File: config.mk
export PLATFORM = sky130hd
export DESIGN_NAME = breakpoint_address_table
export DESIGN_NICKNAME = d
export VERILOG_FILES = /design/src/rtl/core/bat_pkg.sv /design/src/rtl/core/bat_store.sv /design/src/rtl/core/bat_ctrl.sv /design/src/rtl/core/breakpoint_address_table.sv
export SDC_FILE = /design/constraint.sdc
export NUM_CORES = 1
export LEC_CHECK = 0
export ABC_AREA = 0
export ABC_CLOCK_PERIOD_IN_PS = 9400
export BUFFER_PORTS_ARGS = -buffer_cell sky130_fd_sc_hd__buf_2
export CORE_ASPECT_RATIO = 1.1
export CORE_MARGIN = 8
export CORE_UTILIZATION = 43
export CTS_BUF_LIST = sky130_fd_sc_hd__clkbuf_16
export DETAILED_ROUTE_END_ITERATION = 8
export RECOVER_POWER = 50
export SLEW_MARGIN = 40
export SYNTH_ARGS = -nofsm -noshare
export SYNTH_HDL_FRONTEND = slang
export SYNTH_SLANG_ARGS = --single-unit
File: constraint.sdc
create_clock -name clock -period 9.4 [get_ports clock]
set_clock_uncertainty 0.2 [all_clocks]
set_input_delay 1.88 -clock clock [delete_from_list [all_inputs] [get_ports clock]]
set_output_delay 1.88 -clock clock [all_outputs]
set_load 0.02 [all_outputs]
File: src/rtl/core/bat_pkg.sv
// Package: shared constants, codes and types for the breakpoint address table.
`default_nettype none
package bat_pkg;

   localparam int MAX_ENTRIES_DEFAULT = 8;
   localparam int ADDR_W              = 8;
   localparam int OP_W                = 2;
   localparam int STATUS_W            = 2;
   localparam int COUNT_OUT_W         = 4;

   localparam logic [OP_W-1:0] OP_ADD    = 2'd0;
   localparam logic [OP_W-1:0] OP_REMOVE = 2'd1;
   localparam logic [OP_W-1:0] OP_CLEAR  = 2'd2;
   localparam logic [OP_W-1:0] OP_MATCH  = 2'd3;

   localparam logic [STATUS_W-1:0] STAT_DONE      = 2'd0;
   localparam logic [STATUS_W-1:0] STAT_PRESENT   = 2'd1;
   localparam logic [STATUS_W-1:0] STAT_FULL      = 2'd2;
   localparam logic [STATUS_W-1:0] STAT_NOT_FOUND = 2'd3;

   typedef enum logic [1:0] {
      ST_IDLE,
      ST_SCAN,
      ST_DECIDE,
      ST_MOVE
   } state_type;

endpackage
`default_nettype wire

File: src/rtl/core/bat_store.sv
// Entry memory: one write port, one read port with registered read data.
`default_nettype none
module bat_store #(
   parameter int MAX_ENTRIES = bat_pkg::MAX_ENTRIES_DEFAULT,
   localparam int IDX_W = (MAX_ENTRIES > 1) ? $clog2(MAX_ENTRIES) : 1
) (
   input  wire logic                      clock,
   input  wire logic                      wr_en,
   input  wire logic [IDX_W-1:0]          wr_addr,
   input  wire logic [bat_pkg::ADDR_W-1:0] wr_data,
   input  wire logic                      rd_en,
   input  wire logic [IDX_W-1:0]          rd_addr,
   output logic      [bat_pkg::ADDR_W-1:0] rd_data
);

   logic [bat_pkg::ADDR_W-1:0] mem [0:MAX_ENTRIES-1];
   logic [bat_pkg::ADDR_W-1:0] rd_data_ff;

   always_ff @(posedge clock) begin
      if (wr_en) begin
         mem[wr_addr] <= wr_data;
      end
   end

   always_ff @(posedge clock) begin
      if (rd_en) begin
         rd_data_ff <= mem[rd_addr];
      end
   end

   assign rd_data = rd_data_ff;

endmodule
`default_nettype wire

File: src/rtl/core/bat_ctrl.sv
// Sequencer: scans the entries, decides the operation and writes back.
`default_nettype none
module bat_ctrl #(
   parameter int MAX_ENTRIES = bat_pkg::MAX_ENTRIES_DEFAULT,
   localparam int IDX_W = (MAX_ENTRIES > 1) ? $clog2(MAX_ENTRIES) : 1,
   localparam int CNT_W = $clog2(MAX_ENTRIES + 1)
) (
   input  wire logic                         clock,
   input  wire logic                         reset,
   input  wire logic                         start,
   output logic                              busy,
   input  wire logic [bat_pkg::OP_W-1:0]     req_opcode,
   input  wire logic [bat_pkg::ADDR_W-1:0]   req_address,
   output logic                              rsp_valid,
   output logic                              rsp_hit,
   output logic      [bat_pkg::STATUS_W-1:0] rsp_status,
   output logic      [CNT_W-1:0]             rsp_count,
   output logic                              mem_wr_en,
   output logic      [IDX_W-1:0]             mem_wr_addr,
   output logic      [bat_pkg::ADDR_W-1:0]   mem_wr_data,
   output logic                              mem_rd_en,
   output logic      [IDX_W-1:0]             mem_rd_addr,
   input  wire logic [bat_pkg::ADDR_W-1:0]   mem_rd_data
);

   bat_pkg::state_type state_ff, state_in;

   logic [bat_pkg::OP_W-1:0]     op_ff, op_in;
   logic [bat_pkg::ADDR_W-1:0]   addr_ff, addr_in;
   logic [CNT_W-1:0]             count_ff, count_in;
   logic [IDX_W-1:0]             idx_ff, idx_in;
   logic [IDX_W-1:0]             slot_ff, slot_in;
   logic                         hit_ff, hit_in;
   logic                         rsp_valid_ff, rsp_valid_in;
   logic                         rsp_hit_ff, rsp_hit_in;
   logic [bat_pkg::STATUS_W-1:0] rsp_status_ff, rsp_status_in;
   logic [CNT_W-1:0]             rsp_count_ff, rsp_count_in;

   logic match;
   logic last;

   assign match = (mem_rd_data == addr_ff);
   assign last  = ((CNT_W'(idx_ff) + CNT_W'(1)) == count_ff);

   // next state
   always_comb begin
      state_in = state_ff;
      unique case (state_ff)
         bat_pkg::ST_IDLE: begin
            if (start) begin
               state_in = (count_ff == '0) ? bat_pkg::ST_DECIDE : bat_pkg::ST_SCAN;
            end
         end
         bat_pkg::ST_SCAN: begin
            if (match || last) begin
               state_in = bat_pkg::ST_DECIDE;
            end
         end
         bat_pkg::ST_DECIDE: begin
            if (op_ff == bat_pkg::OP_REMOVE && hit_ff) begin
               state_in = bat_pkg::ST_MOVE;
            end else begin
               state_in = bat_pkg::ST_IDLE;
            end
         end
         bat_pkg::ST_MOVE: begin
            state_in = bat_pkg::ST_IDLE;
         end
         default: state_in = bat_pkg::ST_IDLE;
      endcase
   end

   // datapath and memory control
   always_comb begin
      op_in         = op_ff;
      addr_in       = addr_ff;
      count_in      = count_ff;
      idx_in        = idx_ff;
      slot_in       = slot_ff;
      hit_in        = hit_ff;
      rsp_valid_in  = 1'b0;
      rsp_hit_in    = rsp_hit_ff;
      rsp_status_in = rsp_status_ff;
      mem_wr_en     = 1'b0;
      mem_wr_addr   = idx_ff;
      mem_wr_data   = addr_ff;
      mem_rd_en     = 1'b0;
      mem_rd_addr   = idx_ff;
      unique case (state_ff)
         bat_pkg::ST_IDLE: begin
            if (start) begin
               op_in       = req_opcode;
               addr_in     = req_address;
               hit_in      = 1'b0;
               idx_in      = '0;
               mem_rd_en   = 1'b1;
               mem_rd_addr = '0;
            end
         end
         bat_pkg::ST_SCAN: begin
            if (match) begin
               hit_in  = 1'b1;
               slot_in = idx_ff;
            end else if (!last) begin
               idx_in      = idx_ff + IDX_W'(1);
               mem_rd_en   = 1'b1;
               mem_rd_addr = idx_ff + IDX_W'(1);
            end
         end
         bat_pkg::ST_DECIDE: begin
            rsp_hit_in    = hit_ff;
            rsp_status_in = bat_pkg::STAT_DONE;
            rsp_valid_in  = 1'b1;
            unique case (op_ff)
               bat_pkg::OP_ADD: begin
                  if (hit_ff) begin
                     rsp_status_in = bat_pkg::STAT_PRESENT;
                  end else if (count_ff >= CNT_W'(MAX_ENTRIES)) begin
                     rsp_status_in = bat_pkg::STAT_FULL;
                  end else begin
                     mem_wr_en   = 1'b1;
                     mem_wr_addr = IDX_W'(count_ff);
                     count_in    = count_ff + CNT_W'(1);
                  end
               end
               bat_pkg::OP_REMOVE: begin
                  if (hit_ff) begin
                     // fetch the last entry, result follows the move
                     rsp_valid_in = 1'b0;
                     mem_rd_en    = 1'b1;
                     mem_rd_addr  = IDX_W'(count_ff - CNT_W'(1));
                  end else begin
                     rsp_status_in = bat_pkg::STAT_NOT_FOUND;
                  end
               end
               bat_pkg::OP_CLEAR: begin
                  count_in = '0;
               end
               bat_pkg::OP_MATCH: begin
                  if (!hit_ff) begin
                     rsp_status_in = bat_pkg::STAT_NOT_FOUND;
                  end
               end
               default: rsp_status_in = bat_pkg::STAT_DONE;
            endcase
         end
         bat_pkg::ST_MOVE: begin
            mem_wr_en     = 1'b1;
            mem_wr_addr   = slot_ff;
            mem_wr_data   = mem_rd_data;
            count_in      = count_ff - CNT_W'(1);
            rsp_valid_in  = 1'b1;
            rsp_hit_in    = 1'b1;
            rsp_status_in = bat_pkg::STAT_DONE;
         end
         default: rsp_valid_in = 1'b0;
      endcase
      rsp_count_in = count_in;
   end

   always_ff @(posedge clock) begin
      if (reset) begin
         state_ff     <= bat_pkg::ST_IDLE;
         count_ff     <= '0;
         rsp_valid_ff <= 1'b0;
      end else begin
         state_ff     <= state_in;
         count_ff     <= count_in;
         rsp_valid_ff <= rsp_valid_in;
      end
   end

   always_ff @(posedge clock) begin
      op_ff         <= op_in;
      addr_ff       <= addr_in;
      idx_ff        <= idx_in;
      slot_ff       <= slot_in;
      hit_ff        <= hit_in;
      rsp_hit_ff    <= rsp_hit_in;
      rsp_status_ff <= rsp_status_in;
      rsp_count_ff  <= rsp_count_in;
   end

   assign busy       = (state_ff != bat_pkg::ST_IDLE);
   assign rsp_valid  = rsp_valid_ff;
   assign rsp_hit    = rsp_hit_ff;
   assign rsp_status = rsp_status_ff;
   assign rsp_count  = rsp_count_ff;

endmodule
`default_nettype wire

File: src/rtl/core/breakpoint_address_table.sv
// Top level: breakpoint address table with entry memory and sequencer.
//
//  channel   | handshake          | payload
//  ----------+--------------------+-------------------------------------------
//  request   | start, busy        | req_opcode[1:0], req_address[7:0]
//  response  | rsp_valid (strobe) | rsp_hit, rsp_status[1:0], rsp_entry_count[3:0]
//
// A request is taken when start is high and busy is low. The sequencer then
// reads one entry per cycle (k compares, 1 <= k <= count, stopping at the
// first hit; none on an empty table), then decides, and on a remove hit
// moves the last entry into the freed slot. The result strobe is registered
// from the decide step, or from the move step on a remove hit.
// Reset zeroes the entry count; entry memory contents are not cleared.
// The result is shown for one cycle and cannot be stalled.
`default_nettype none
module breakpoint_address_table #(
   parameter int MAX_ENTRIES = bat_pkg::MAX_ENTRIES_DEFAULT
) (
   input  wire logic                             clock,
   input  wire logic                             reset,
   input  wire logic                             start,
   output logic                                  busy,
   input  wire logic [bat_pkg::OP_W-1:0]         req_opcode,
   input  wire logic [bat_pkg::ADDR_W-1:0]       req_address,
   output logic                                  rsp_valid,
   output logic                                  rsp_hit,
   output logic      [bat_pkg::STATUS_W-1:0]     rsp_status,
   output logic      [bat_pkg::COUNT_OUT_W-1:0]  rsp_entry_count
);

   localparam int IDX_W = (MAX_ENTRIES > 1) ? $clog2(MAX_ENTRIES) : 1;
   localparam int CNT_W = $clog2(MAX_ENTRIES + 1);

   logic                       mem_wr_en;
   logic [IDX_W-1:0]           mem_wr_addr;
   logic [bat_pkg::ADDR_W-1:0] mem_wr_data;
   logic                       mem_rd_en;
   logic [IDX_W-1:0]           mem_rd_addr;
   logic [bat_pkg::ADDR_W-1:0] mem_rd_data;
   logic [CNT_W-1:0]           rsp_count;

   bat_store #(
      .MAX_ENTRIES (MAX_ENTRIES)
   ) u_store (
      .clock   (clock),
      .wr_en   (mem_wr_en),
      .wr_addr (mem_wr_addr),
      .wr_data (mem_wr_data),
      .rd_en   (mem_rd_en),
      .rd_addr (mem_rd_addr),
      .rd_data (mem_rd_data)
   );

   bat_ctrl #(
      .MAX_ENTRIES (MAX_ENTRIES)
   ) u_ctrl (
      .clock       (clock),
      .reset       (reset),
      .start       (start),
      .busy        (busy),
      .req_opcode  (req_opcode),
      .req_address (req_address),
      .rsp_valid   (rsp_valid),
      .rsp_hit     (rsp_hit),
      .rsp_status  (rsp_status),
      .rsp_count   (rsp_count),
      .mem_wr_en   (mem_wr_en),
      .mem_wr_addr (mem_wr_addr),
      .mem_wr_data (mem_wr_data),
      .mem_rd_en   (mem_rd_en),
      .mem_rd_addr (mem_rd_addr),
      .mem_rd_data (mem_rd_data)
   );

   // count shown modulo 16
   assign rsp_entry_count = bat_pkg::COUNT_OUT_W'(rsp_count);

endmodule
`default_nettype wire

==> flow_summary_export.csv <==
group,metric,value,unit
run_status,outcome,"complete, no violations",
placed_design,dpl.hpwl,6675,µm
clocking,ctsResizeCount,0,
sta,period_minus_slack,4.217,ns
min_path,hold_class,"register to register",
min_path,min_from,"u_ctrl.state_ff[1]",
logic_synthesis,synth-adder-area-share,0.007953,
route,postRouteAntennaNets,0,
clocking,cts_num_sinks,103,
sta,drv_slew,0,
logic_synthesis,ys.flop_type,"edfxtp_1",
sta,tightest_slew,1.353,ns
setup_path,startpoint_type,"register",
global_routing,first_global_vias,2805,
sta,hold_violations,0,
clocking,cts_setup_buffers,0,
route,vias,2862,
placed_design,dpl_cell_area,0.004920,mm²
global_routing,grt-busiest-layer,"met2",
logic_synthesis,synth-seq-area-share,0.6320,
logic_synthesis,synth.cells.most_frequent,"edfxtp_1 (92), nand2_1 (51), mux2i_1 (32)",
logic_synthesis,synth-simple-area-share,0.1121,
sta,rsz0062_at_grt,"false",
setup_path,rr_startpoint,"u_ctrl.state_ff[0]",
global_routing,grtUsageMet1,0.1817,
setup_path,cp_num_buf_inv,2,
setup_path,max_stage_delay,0.89,ns
floorplanning,rows,40,
setup_path,worstSetupStartpoint,"u_ctrl.state_ff[0]",
global_routing,grt_use_total,0.1440,
setup_path,crit_fanout,18,
run,drv_cap,0,
setup_path,worstReg2RegEnd,"u_store.rd_data[6]",
layout,final_util,0.4847,
global_routing,grt_max_degree,33,
sta,worst_slew_margin_rel,0.09780,
logic_synthesis,ys_async_sr_fraction,0,
setup_path,worstSetupPathType,"register to register",
logic_synthesis,synth_edf_count,92,
pwr,power_density,307.0,mW/mm²
setup_path,worstPathArrival,4.09,ns
logic_synthesis,yosysMostFrequentCell,"edfxtp_1",
sta,tns,0,ns
setup_path,path_delay_family,"simple AND/OR/NAND/NOR gates",
logic_synthesis,synth_xor_area_frac,0.02386,
placed_design,dpl.cell_count,515,
clocking,clk_latency,0.34,ns
floorplanning,io_pins,22,
global_routing,met3_usage,0.02581,
global_routing,use_met2,0.2363,
logic_synthesis,synth_top_family_by_area,"simple AND/OR/NAND/NOR gates",
layout,fin_area,0.005240,mm²
logic_synthesis,synth_nets,380,
clocking,cts_hold_buf,0,
setup_path,required,9.28,ns
pwr,finalPower,1.608,mW
setup_path,critical_path.endpoint,"u_store.rd_data[6]",
setup_path,crit_chain,"clkinv_1, nor2_1, a2111oi_0, o211ai_1, o211ai_1, buf_2, nor2_1, a32o_1, a211oi_1",
pwr,p_leak,1.894,nW
clocking,cts_buffer_depth,2,
placed_design,place_congestion,0.8412,
clocking,cts.clk_slew.worst_paths,0.07,ns
clocking,cts-root-buf,"clkbuf_16",
setup_path,reg2reg_slack,5.18,ns
sta,finalCritPeriodShare,0.4486,
route,drt-total-wl,9851,µm
global_routing,antenna_found_initial,0,
layout,drive_gt1_frac,0.1688,
floorplanning,dieHeight,125.9,µm
global_routing,grt_pass1_wl,15790,µm
floorplanning,die-area,0.01459,mm²
placed_design,port_buffers,21,
sta,finalSetupViolations,0,
clocking,cts_buffers,9,
layout,multi_input_area,0.001589,mm²
layout,fillerInstances,978,
logic_synthesis,postSynthAreaPerCell,12.97,µm²
setup_path,endpoint_kind,"register",
logic_synthesis,yosys_warnings,0,
clocking,cts_tree,"yes",
logic_synthesis,synth_compound_area_frac,0.09517,
setup_path,cp.depth,9,
floorplanning,die_w,115.9,µm
route,detail_route.vias_per_cell,5.380,
logic_synthesis,synth.area.top_cells,"edfxtp_1 (59%), mux2i_1 (6.8%), dfxtp_1 (4.7%)",
floorplanning,start_util,0.4366,
logic_synthesis,ys_types,56,
layout,seqCellArea,0.002983,mm²
layout,finalNetCount,396,
logic_synthesis,netlist.area_leader.share,0.5854,
logic_synthesis,synth_seq_cells,103,
clocking,h-tree-depth,3,
floorplanning,core-area,0.01081,mm²
layout,synthToLayoutAreaGrowth,11.03,%
pwr,irDropWorstVdd,0.1905,mV
logic_synthesis,synth_area_leader_cell,"edfxtp_1",
route,first_pass_iters,5,
logic_synthesis,synthCells,364,
route,drt_iter0_drc,161,
route,route.detailed.drc,0,
global_routing,grt.overflow.total,0,
setup_path,reg2reg_depth,9,
layout,post_layout_nonfiller_instances,532,
logic_synthesis,synthMuxAreaShare,0.09173,
logic_synthesis,syn_area,0.004720,mm²
layout,n_antenna_cell,0,
sta,fmax,237.1,MHz
setup_path,slowest_stage,"nor2_1",
route,wl_per_cell,18.52,µm
[registers in the layout (all words and copies together), names as in the netlist, 3 cells and up]
signal / count
u_ctrl.idx_ff: 3
u_store.mem: 64
u_store.rd_data: 8
u_ctrl.addr_ff: 8
u_ctrl.count_ff: 4
u_ctrl.slot_ff: 3
u_ctrl.rsp_count: 4
[routing by layer]
| metal | up-vias | wire length, µm |
|---|---|---|
| met5 | - | 0 |
| met4 | 0 | 155 |
| met3 | 10 | 358 |
| met2 | 66 | 5096 |
| met1 | 1395 | 4241 |
| li1 | 1391 | - |
[cell families after synthesis]
logic type,Yosys count
fa+ha+maj,3
flops,103
mux,40
compound gates,61
xor+xnor,12
simple gates,115
buf+inv,30
[area by class of cell]
| class | count | area share |
|---|---|---|
| flip-flops and latches | 103 | 0.5692 |
| multi-input cells | 231 | 0.3032 |
| clock buffers | 9 | 0.04298 |
| well taps | 147 | 0.03510 |
| repair buffers | 26 | 0.02507 |
| clock inverters | 7 | 0.01791 |
| inverters | 9 | 0.006447 |
[worst min-delay path, delay by kind of cell, from the launching register on]
| family | cells | cell delay, ns |
|---|---|---|
| simple gates | 1 | 0.09 |
| buf+inv | 1 | 0.20 |
| flops | 1 | 0.32 |
[worst min path at each step]
stage	cells after the start	to	slack, ns
floorplan	0	u_ctrl.slot_ff[1]	0.26
CTS	2	u_ctrl.rsp_valid	0.47
global route	1	u_ctrl.rsp_count[1]	0.53
global placement	2	u_ctrl.rsp_valid	0.47
detailed placement	2	u_ctrl.rsp_valid	0.45
finish	2	u_ctrl.rsp_valid	0.47
[cells in the final DEF (no fill, tap or decap), types with 9 or more instances in the layout]
cell type,synthesis,layout
nor2_1,26,17
dfxtp_1,11,11
xor2_1,10,10
clkbuf_16,0,9
nand2_1,51,51
o21ai_0,15,15
buf_2,4,21
edfxtp_1,92,92
mux2i_1,32,31
nor2_2,0,9
a21oi_1,9,10
[through the flow]
stage                     hold slack [ns]  setup slack [ns]
after floorplan                    0.2556             5.192
after global placement             0.4701             4.953
after detailed placement           0.4516             4.906
after CTS                          0.4682             5.220
after global routing               0.5339             4.903
final                              0.4668             5.183
[power breakdown]
group	internal (mW)	switching, mW
Sequential	0.606	0.0612
Combinational	0.221	0.324
Clock	0.234	0.162
Total	1.06	0.547
Power figures use the tool's default switching activity.
